`src/rtl/sha1_pkg.sv`:
```
// Package with shared types and constants of the SHA-1 message hasher.
package sha1_pkg;

  localparam logic [31:0] IV0 = 32'h67452301;
  localparam logic [31:0] IV1 = 32'hefcdab89;
  localparam logic [31:0] IV2 = 32'h98badcfe;
  localparam logic [31:0] IV3 = 32'h10325476;
  localparam logic [31:0] IV4 = 32'hc3d2e1f0;
  localparam logic [31:0] K0 = 32'h5a827999;
  localparam logic [31:0] K1 = 32'h6ed9eba1;
  localparam logic [31:0] K2 = 32'h8f1bbcdc;
  localparam logic [31:0] K3 = 32'hca62c1d6;
  localparam logic [7:0] PAD_BYTE = 8'h80;
  localparam logic [5:0] LEN_POS = 6'd56;
  localparam int QDEPTH = 2;

  // One queued transaction from the front end to the core.
  typedef struct packed {
    logic [7:0] data_byte;
    logic       byte_present;
    logic       end_of_message;
  } item_t;

endpackage

```
`src/rtl/sha1_queue.sv`:
```
// Short queue between the intake front end and the hashing core.
module sha1_queue
  import sha1_pkg::*;
(
  input  logic  clk,
  input  logic  rst_n,
  input  logic  wr_valid,
  output logic  wr_ready,
  input  item_t wr_item,
  output logic  rd_valid,
  input  logic  rd_ready,
  output item_t rd_item
);

  item_t mem_r [QDEPTH];
  logic [$clog2(QDEPTH)-1:0] wp_r, rp_r;
  logic [$clog2(QDEPTH):0] cnt_r;
  logic wr_en, rd_en;

  assign wr_ready = (cnt_r != QDEPTH[$clog2(QDEPTH):0]);
  assign rd_valid = (cnt_r != '0);
  assign rd_item  = mem_r[rp_r];
  assign wr_en    = wr_valid && wr_ready;
  assign rd_en    = rd_valid && rd_ready;

  // Storage.
  always_ff @(posedge clk) begin
    if (wr_en) begin
      mem_r[wp_r] <= wr_item;
    end
  end

  // Pointers and fill count.
  always_ff @(posedge clk) begin
    if (!rst_n) begin
      wp_r  <= '0;
      rp_r  <= '0;
      cnt_r <= '0;
    end else begin
      if (wr_en) wp_r <= wp_r + 1'b1;
      if (rd_en) rp_r <= rp_r + 1'b1;
      if (wr_en && !rd_en) cnt_r <= cnt_r + 1'b1;
      else if (rd_en && !wr_en) cnt_r <= cnt_r - 1'b1;
    end
  end

endmodule

```
`src/rtl/sha1_front.sv`:
```
// Intake front end: drops empty non-final items and forwards the rest.
module sha1_front
  import sha1_pkg::*;
(
  input  logic  in_valid,
  output logic  in_ready,
  input  logic [7:0] in_data_byte,
  input  logic  in_byte_present,
  input  logic  in_end_of_message,
  output logic  q_valid,
  input  logic  q_ready,
  output item_t q_item
);

  logic useful;

  // An item with no byte and no end mark changes nothing.
  assign useful   = in_byte_present || in_end_of_message;
  assign in_ready = q_ready || !useful;
  assign q_valid  = in_valid && useful;
  assign q_item   = '{data_byte: in_data_byte, byte_present: in_byte_present,
                      end_of_message: in_end_of_message};

endmodule

```
`src/rtl/sha1_core.sv`:
```
// Hashing core: byte packing, padding, 80-round compression and digest output.
module sha1_core
  import sha1_pkg::*;
(
  input  logic        clk,
  input  logic        rst_n,
  input  logic        q_valid,
  output logic        q_ready,
  input  item_t       q_item,
  output logic        out_valid,
  input  logic        out_ready,
  output logic [31:0] out_digest_h0,
  output logic [31:0] out_digest_h1,
  output logic [31:0] out_digest_h2,
  output logic [31:0] out_digest_h3,
  output logic [31:0] out_digest_h4
);

  typedef enum logic [5:0] {
    S_IDLE  = 6'b000001,
    S_PAD   = 6'b000010,
    S_ROUND = 6'b000100,
    S_FOLD  = 6'b001000,
    S_LEN   = 6'b010000,
    S_OUT   = 6'b100000
  } state_t;

  state_t state_r, state_nxt;
  logic [60:0] total_r;
  logic [31:0] w_r [16];
  logic [31:0] h_r [5];
  logic [31:0] a_r, b_r, c_r, d_r, e_r;
  logic [6:0]  rnd_r;
  logic        fin_r;      // Final item in progress.
  logic        lenblk_r;   // Current compression carries the length.
  logic [5:0]  ppos_r;     // Position for the 0x80 byte.
  logic        ovf_r;      // 0x80 landed at 56 or later.
  logic [31:0] dig_r [5];
  logic        ov_r;

  logic [5:0]  pos;
  logic [3:0]  wi;
  logic [1:0]  bi;
  logic [31:0] wt, fv, kv, tmp, wx;
  logic        take;
  logic [63:0] bits;

  assign pos   = total_r[5:0];
  assign wi    = pos[5:2];
  assign bi    = pos[1:0];
  assign take  = q_valid && q_ready;
  assign q_ready = (state_r == S_IDLE) && !(q_item.end_of_message && ov_r);
  assign bits  = {total_r, 3'b000};

  // Round function for the current round.
  always_comb begin
    wx = w_r[(rnd_r[3:0] + 4'd13)] ^ w_r[(rnd_r[3:0] + 4'd8)] ^
         w_r[(rnd_r[3:0] + 4'd2)] ^ w_r[rnd_r[3:0]];
    wt = (rnd_r >= 7'd16) ? {wx[30:0], wx[31]} : w_r[rnd_r[3:0]];
    if (rnd_r < 7'd20) begin
      fv = (b_r & c_r) | (~b_r & d_r);
      kv = K0;
    end else if (rnd_r < 7'd40) begin
      fv = b_r ^ c_r ^ d_r;
      kv = K1;
    end else if (rnd_r < 7'd60) begin
      fv = (b_r & c_r) | (b_r & d_r) | (c_r & d_r);
      kv = K2;
    end else begin
      fv = b_r ^ c_r ^ d_r;
      kv = K3;
    end
    tmp = {a_r[26:0], a_r[31:27]} + fv + e_r + kv + wt;
  end

  // Sequencer.
  always_comb begin
    state_nxt = state_r;
    case (state_r)
      S_IDLE: begin
        if (take) begin
          if (q_item.byte_present && pos == 6'd63) state_nxt = S_ROUND;
          else if (q_item.end_of_message) state_nxt = S_PAD;
        end
      end
      S_PAD:   state_nxt = S_ROUND;
      S_ROUND: if (rnd_r == 7'd79) state_nxt = S_FOLD;
      S_FOLD: begin
        if (!fin_r) state_nxt = S_IDLE;
        else if (lenblk_r) state_nxt = S_OUT;
        else if (ovf_r) state_nxt = S_LEN;
        else state_nxt = S_PAD;
      end
      S_LEN:   state_nxt = S_ROUND;
      S_OUT:   state_nxt = S_IDLE;
      default: state_nxt = S_IDLE;
    endcase
  end

  // Control registers.
  always_ff @(posedge clk) begin
    if (!rst_n) begin
      state_r  <= S_IDLE;
      total_r  <= '0;
      rnd_r    <= '0;
      fin_r    <= 1'b0;
      lenblk_r <= 1'b0;
      ov_r     <= 1'b0;
      h_r[0] <= IV0; h_r[1] <= IV1; h_r[2] <= IV2; h_r[3] <= IV3; h_r[4] <= IV4;
    end else begin
      state_r <= state_nxt;
      if (state_r == S_OUT) ov_r <= 1'b1;
      else if (out_valid && out_ready) ov_r <= 1'b0;
      case (state_r)
        S_IDLE: begin
          if (take) begin
            if (q_item.byte_present) total_r <= total_r + 61'd1;
            fin_r    <= q_item.end_of_message;
            lenblk_r <= 1'b0;
          end
        end
        S_PAD: begin
          // Padding of the pending block; length goes in when it fits.
          lenblk_r <= !ovf_r;
          rnd_r    <= '0;
        end
        S_LEN: begin
          lenblk_r <= 1'b1;
          rnd_r    <= '0;
        end
        S_ROUND: rnd_r <= (rnd_r == 7'd79) ? 7'd0 : rnd_r + 7'd1;
        S_FOLD: begin
          h_r[0] <= h_r[0] + a_r; h_r[1] <= h_r[1] + b_r; h_r[2] <= h_r[2] + c_r;
          h_r[3] <= h_r[3] + d_r; h_r[4] <= h_r[4] + e_r;
        end
        S_OUT: begin
          fin_r   <= 1'b0;
          total_r <= '0;
          h_r[0] <= IV0; h_r[1] <= IV1; h_r[2] <= IV2; h_r[3] <= IV3; h_r[4] <= IV4;
        end
        default: ;
      endcase
    end
  end

  // Datapath registers.
  always_ff @(posedge clk) begin
    case (state_r)
      S_IDLE: begin
        if (take && q_item.byte_present) begin
          case (bi)
            2'd0: w_r[wi] <= {q_item.data_byte, 24'd0};
            2'd1: w_r[wi][23:16] <= q_item.data_byte;
            2'd2: w_r[wi][15:8] <= q_item.data_byte;
            default: w_r[wi][7:0] <= q_item.data_byte;
          endcase
        end
        if (take) begin
          ppos_r <= q_item.byte_present ? pos + 6'd1 : pos;
          ovf_r  <= (q_item.byte_present ? pos + 6'd1 : pos) >= LEN_POS;
        end
        a_r <= h_r[0]; b_r <= h_r[1]; c_r <= h_r[2]; d_r <= h_r[3]; e_r <= h_r[4];
      end
      S_PAD: begin
        // 0x80 at the pad position, zeros after, length if it fits.
        for (int k = 0; k < 16; k++) begin
          if (!ovf_r && k >= 14) begin
            w_r[k] <= (k == 14) ? bits[63:32] : bits[31:0];
          end else if (ppos_r[5:2] == k[3:0]) begin
            case (ppos_r[1:0])
              2'd0: w_r[k] <= {PAD_BYTE, 24'd0};
              2'd1: w_r[k] <= {w_r[k][31:24], PAD_BYTE, 16'd0};
              2'd2: w_r[k] <= {w_r[k][31:16], PAD_BYTE, 8'd0};
              default: w_r[k] <= {w_r[k][31:8], PAD_BYTE};
            endcase
          end else if (k[3:0] > ppos_r[5:2]) begin
            w_r[k] <= '0;
          end
        end
        a_r <= h_r[0]; b_r <= h_r[1]; c_r <= h_r[2]; d_r <= h_r[3]; e_r <= h_r[4];
      end
      S_LEN: begin
        for (int k = 0; k < 14; k++) w_r[k] <= '0;
        w_r[14] <= bits[63:32];
        w_r[15] <= bits[31:0];
        a_r <= h_r[0]; b_r <= h_r[1]; c_r <= h_r[2]; d_r <= h_r[3]; e_r <= h_r[4];
      end
      S_ROUND: begin
        if (rnd_r >= 7'd16) w_r[rnd_r[3:0]] <= wt;
        e_r <= d_r;
        d_r <= c_r;
        c_r <= {b_r[1:0], b_r[31:2]};
        b_r <= a_r;
        a_r <= tmp;
      end
      S_OUT: begin
        for (int k = 0; k < 5; k++) dig_r[k] <= h_r[k];
      end
      default: ;
    endcase
  end

  assign out_valid     = ov_r;
  assign out_digest_h0 = dig_r[0];
  assign out_digest_h1 = dig_r[1];
  assign out_digest_h2 = dig_r[2];
  assign out_digest_h3 = dig_r[3];
  assign out_digest_h4 = dig_r[4];

endmodule

```
`src/rtl/sha1_message_hasher.sv`:
```
// Streaming SHA-1 hasher: byte intake, queue, and compression core.
// A byte that completes a 64-byte block starts a compression in the core
// (80 rounds, one per cycle on the single round unit, plus load and fold).
// Other bytes are only packed, and no item is taken during a compression.
// A final item adds a padding block, and a length block if the length spills.
// The digest is held in an output register until taken.
// Reset (synchronous, active low) restores the initial chaining values.
module sha1_message_hasher
  import sha1_pkg::*;
(
  input  logic        clk,
  input  logic        rst_n,
  input  logic        in_valid,
  output logic        in_ready,
  input  logic [7:0]  in_data_byte,
  input  logic        in_byte_present,
  input  logic        in_end_of_message,
  output logic        out_valid,
  input  logic        out_ready,
  output logic [31:0] out_digest_h0,
  output logic [31:0] out_digest_h1,
  output logic [31:0] out_digest_h2,
  output logic [31:0] out_digest_h3,
  output logic [31:0] out_digest_h4
);

  logic  fq_valid, fq_ready, qc_valid, qc_ready;
  item_t fq_item, qc_item;

  sha1_front u_front (
    .in_valid, .in_ready, .in_data_byte, .in_byte_present, .in_end_of_message,
    .q_valid(fq_valid), .q_ready(fq_ready), .q_item(fq_item)
  );

  sha1_queue u_queue (
    .clk, .rst_n,
    .wr_valid(fq_valid), .wr_ready(fq_ready), .wr_item(fq_item),
    .rd_valid(qc_valid), .rd_ready(qc_ready), .rd_item(qc_item)
  );

  sha1_core u_core (
    .clk, .rst_n,
    .q_valid(qc_valid), .q_ready(qc_ready), .q_item(qc_item),
    .out_valid, .out_ready,
    .out_digest_h0, .out_digest_h1, .out_digest_h2, .out_digest_h3, .out_digest_h4
  );

endmodule
```
`config.mk`:
```
export PLATFORM = sky130hd
export DESIGN_NAME = sha1_message_hasher
export DESIGN_NICKNAME = d
export VERILOG_FILES = /design/src/rtl/sha1_pkg.sv /design/src/rtl/sha1_queue.sv /design/src/rtl/sha1_front.sv /design/src/rtl/sha1_core.sv /design/src/rtl/sha1_message_hasher.sv
export SDC_FILE = /design/constraint.sdc
export NUM_CORES = 2
export LEC_CHECK = 0
export BUFFER_PORTS_ARGS = -buffer_cell sky130_fd_sc_hd__buf_2
export CAP_MARGIN = 20
export CORE_MARGIN = 5
export CORE_UTILIZATION = 50
export CTS_BUF_LIST = sky130_fd_sc_hd__clkbuf_4
export DETAILED_ROUTE_END_ITERATION = 12
export GPL_ROUTABILITY_DRIVEN = 0
export HOLD_SLACK_MARGIN = 0.1
export PLACE_DENSITY = 0.66
export SLEW_MARGIN = 10
export SYNTH_ARGS = -nofsm -noshare
export SYNTH_HDL_FRONTEND = slang
export SYNTH_SLANG_ARGS = --single-unit
```
`constraint.sdc`:
```
create_clock -name clk -period 13.1 [get_ports clk]
set_clock_uncertainty 0.15 [all_clocks]
set_input_delay 3.275 -clock clk [delete_from_list [all_inputs] [get_ports clk]]
set_output_delay 3.275 -clock clk [all_outputs]
set_load 0.01 [all_outputs]
```
==> results.ini <==
[status]
outcome=finished, final reports clean

[synthesis]
postSynthNetCount=6316
netlist_top_cells_area=sky130_fd_sc_hd__edfxtp_1, sky130_fd_sc_hd__mux4_2, sky130_fd_sc_hd__dfxtp_1, sky130_fd_sc_hd__ha_1, sky130_fd_sc_hd__fa_1
synthArstFlopShare_pct=0
synth_top_cell_area_share_pct=26.6
synth_edf_count=619
yosysTopAreaCell=sky130_fd_sc_hd__edfxtp_1
yosysWarningCount=0
area_of_the_mapped_netlist_um2=69900
synthFlopType=sky130_fd_sc_hd__edfxtp_1
netlist_instances=5949
synth.avg_cell_area_um2=11.8
synth.distinct_cells=89
synth.ff_latch_count=1105
synth_sequential_area_ratio_pct=40.5

[place]
hpwl_mm=168
placement.io_buffers=175
pre_cts_ws_ns=3.98
dpl_cell_area_um2=72900

[hold_path]
hold_path_class=reg -> reg

[route]
detail_route.first_pass.iterations=9
vias_per_cell=6.75
routed_wirelength_mm=242
dr.first_iter.drc_count=7825
drc=0
route.antenna.remaining_nets=0
detailed_route_wire_length_per_cell_um=29.0
vias=56400

[floorplanning]
core_area_um2=139000
die_w_um=384
chipHeight_um=384
design.die.area_um2=147000
io-pin-count=176
placement_rows=137
floorplan.initialDensity_pct=50.2

[setup_path]
worstPathArrival_ns=10.05
top_fanout_value_on_the_critical_path=57
cp-start-kind=flip-flop
timing_worst_setup_path_type=reg -> reg
cp.required_ns=13.91
worst_setup_path_end_kind=flip-flop

[timing]
slew-limit-headroom_pct=11.6
layout_worst_path_cycle_share_pct=70.5
hold_slack_ns=0.324
timing.setup.tns_ns=0
finalWorstSetupSlack_ns=3.87
transition_time_of_the_tightest_slew_check_pin_ns=1.32
post-route-min-period_ns=9.23
final-setup-viol-count=0
report.final.slew_viol_count=0
max_clock_freq_ghz=0.108
unrepaired_setup_endpoints_after_global_routing=false
hold_viol=0

[clocking]
cts_root_buf=sky130_fd_sc_hd__clkbuf_4
holdBufCountCts=0
post_cts_resized=0
clkTransAtPathRegs_ns=0.06
cts_inserted_buffers=320
clk_path_buf_depth=4
clkLatencyLatePin_ns=1.31
cts_htree_levels=5
numClockSinks=1105
cts_tree=done
post-cts-setup-buffers=0

[power]
power_total_mw=12.0
worst_ir_drop_vdd_mv=0.165
pwr_density_cell_nw_per_um2=156
static-leakage-power_nw=28.4

[cells_and_area]
final_cell_mix=sky130_fd_sc_hd__edfxtp_1, sky130_fd_sc_hd__mux4_2, sky130_fd_sc_hd__dfxtp_1, sky130_fd_sc_hd__clkbuf_4, sky130_fd_sc_hd__nor2_1
final_net_count=6614
final_layout_size_suffix_gt1_share_pct=24.1
postLayoutCellArea_um2=77000
synthToLayoutAreaGrowth_pct=10.1
layout.cells.most_common=sky130_fd_sc_hd__edfxtp_1

[global_route]
antenna_found_initial=9
grt_pass1_wl_mm=352
gr-usage-all-layers_pct=32.2
grt.overflow.total=0
grt_pass1_vias=53400
grt_start_max_net_pins=129

[flow_run]
cap_viol_max_count=0

-- registers in the layout, summed over array words and instances (netlist names), named ones only --
name and count:
u_core.a_r 32, u_core.b_r 32, u_core.c_r 32, u_core.d_r 32, u_core.dig_r 160, u_core.e_r 32, u_core.fin_r 1, u_core.h_r 160
u_core.lenblk_r 1, u_core.out_valid 1, u_core.ovf_r 1, u_core.ppos_r 6, u_core.rnd_r 7, u_core.state_r 6, u_core.total_r 61, u_core.w_r 512
u_queue.cnt_r 2, u_queue.mem_r 20, u_queue.rp_r 1, u_queue.wp_r 1
-- through the flow --
stage          cells  util (%)
6_report        8361      55.3
5_1_grt         8352      55.3
4_1_cts         8332      55.2
3_5_place_dp    7790      52.3
3_3_place_gp    7782      52.3
2_1_floorplan   5949         -
-- worst paths after layout --
| path | depth (start not counted) | startpoint | endpoint | slack [ns] |
|---|---|---|---|---|
| worst max-delay path | 24 | u_core.rnd_r[0] | u_core.a_r[30] | 3.87 |
| worst min-delay path | 2 | u_core.fin_r | u_core.state_r[4] | 0.32 |
| worst max register to register | 24 | u_core.rnd_r[0] | u_core.a_r[30] | 3.87 |
| worst min register to register | 2 | u_core.fin_r | u_core.state_r[4] | 0.32 |
-- metal layers --
layer | up-vias | wire [um] | track usage (%)
met5 | - | 87 | 0.331
met4 | 6 | 17400 | 20.8
met3 | 986 | 31500 | 10.3
met2 | 4149 | 108000 | 48.6
met1 | 27600 | 85000 | 40.0
li1 | 23700 | - | -
-- layout make-up --
cell class | count | area (um^2)
fill | 12000 | 62200
multi-input combinational | 4232 | 39300
sequential | 1105 | 28300
clock buffer | 472 | 3540
tap | 1876 | 2350
timing repair buffer | 312 | 1980
inverter | 276 | 1040
clock inverter | 70 | 404
antenna | 18 | 45.0
-- cell families (layout without fill, tap and decap cells) --
logic type               after synthesis  in the layout  synth area share, %
adder cells (fa/ha/maj)              353            353                 7.65
buffers and inverters                612           1130                 3.72
multiplexers                         824            824                 21.9
AO/OA/AOI/OAI                       1403           1403                 13.6
other                                  0             18                    0
XOR/XNOR                             288            288                 3.71
AND/OR/NAND/NOR                     1364           1364                 8.90
flip-flops                          1105           1105                 40.5
-- critical path: stages (launching register included) --
cell	delay [ns]
sky130_fd_sc_hd__dfxtp_4	0.60
sky130_fd_sc_hd__buf_4	0.68
sky130_fd_sc_hd__buf_4	0.83
sky130_fd_sc_hd__a21oi_1	0.22
sky130_fd_sc_hd__xnor2_2	0.21
sky130_fd_sc_hd__buf_4	0.49
sky130_fd_sc_hd__mux4_2	0.40
sky130_fd_sc_hd__xor2_1	0.15
sky130_fd_sc_hd__xnor3_1	0.42
sky130_fd_sc_hd__o21ai_0	0.45
sky130_fd_sc_hd__fa_1	0.53
sky130_fd_sc_hd__fa_1	0.50
sky130_fd_sc_hd__inv_1	0.05
sky130_fd_sc_hd__fa_1	0.51
sky130_fd_sc_hd__inv_1	0.06
sky130_fd_sc_hd__ha_1	0.28
sky130_fd_sc_hd__a211o_1	0.32
sky130_fd_sc_hd__a211o_1	0.30
sky130_fd_sc_hd__and4_1	0.21
sky130_fd_sc_hd__o21ai_0	0.26
sky130_fd_sc_hd__a31oi_1	0.23
sky130_fd_sc_hd__a2111oi_0	0.58
sky130_fd_sc_hd__o31ai_1	0.16
sky130_fd_sc_hd__xnor2_1	0.15
sky130_fd_sc_hd__o21ai_0	0.08
-- power by group --
part / internal (mW) / switching [mW] / leakage, nW
combinational: 1.64 / 2.75 / 16.4
clock: 1.74 / 1.53 / 2.38
sequential: 3.97 / 0.337 / 9.59
-- synthesized netlist by cell type, types with 24 or more instances --
master,count
sky130_fd_sc_hd__edfxtp_1,619
sky130_fd_sc_hd__mux4_2,556
sky130_fd_sc_hd__dfxtp_1,486
sky130_fd_sc_hd__nor2_1,441
sky130_fd_sc_hd__nand2_1,422
sky130_fd_sc_hd__o21ai_0,403
sky130_fd_sc_hd__inv_1,273
sky130_fd_sc_hd__a22o_1,256
sky130_fd_sc_hd__ha_1,229
sky130_fd_sc_hd__a21oi_1,207
sky130_fd_sc_hd__clkbuf_1,176
sky130_fd_sc_hd__mux2i_1,174
sky130_fd_sc_hd__nand3_1,156
sky130_fd_sc_hd__xor2_1,150
sky130_fd_sc_hd__xnor2_1,133
sky130_fd_sc_hd__fa_1,124
sky130_fd_sc_hd__a21o_1,106
sky130_fd_sc_hd__mux2_2,94
sky130_fd_sc_hd__buf_2,92
sky130_fd_sc_hd__nor3_1,68
sky130_fd_sc_hd__a221oi_1,56
sky130_fd_sc_hd__nor2b_1,44
sky130_fd_sc_hd__o21a_1,44
sky130_fd_sc_hd__nand2b_1,40
sky130_fd_sc_hd__a22oi_1,38
sky130_fd_sc_hd__and3_1,38
sky130_fd_sc_hd__a31oi_1,36
sky130_fd_sc_hd__o32ai_1,32
sky130_fd_sc_hd__buf_4,31
sky130_fd_sc_hd__o22ai_1,28
sky130_fd_sc_hd__buf_1,27
sky130_fd_sc_hd__or3_1,26
sky130_fd_sc_hd__and2_1,24
sky130_fd_sc_hd__nand4_1,24
(Power assumes the default switching activity.)
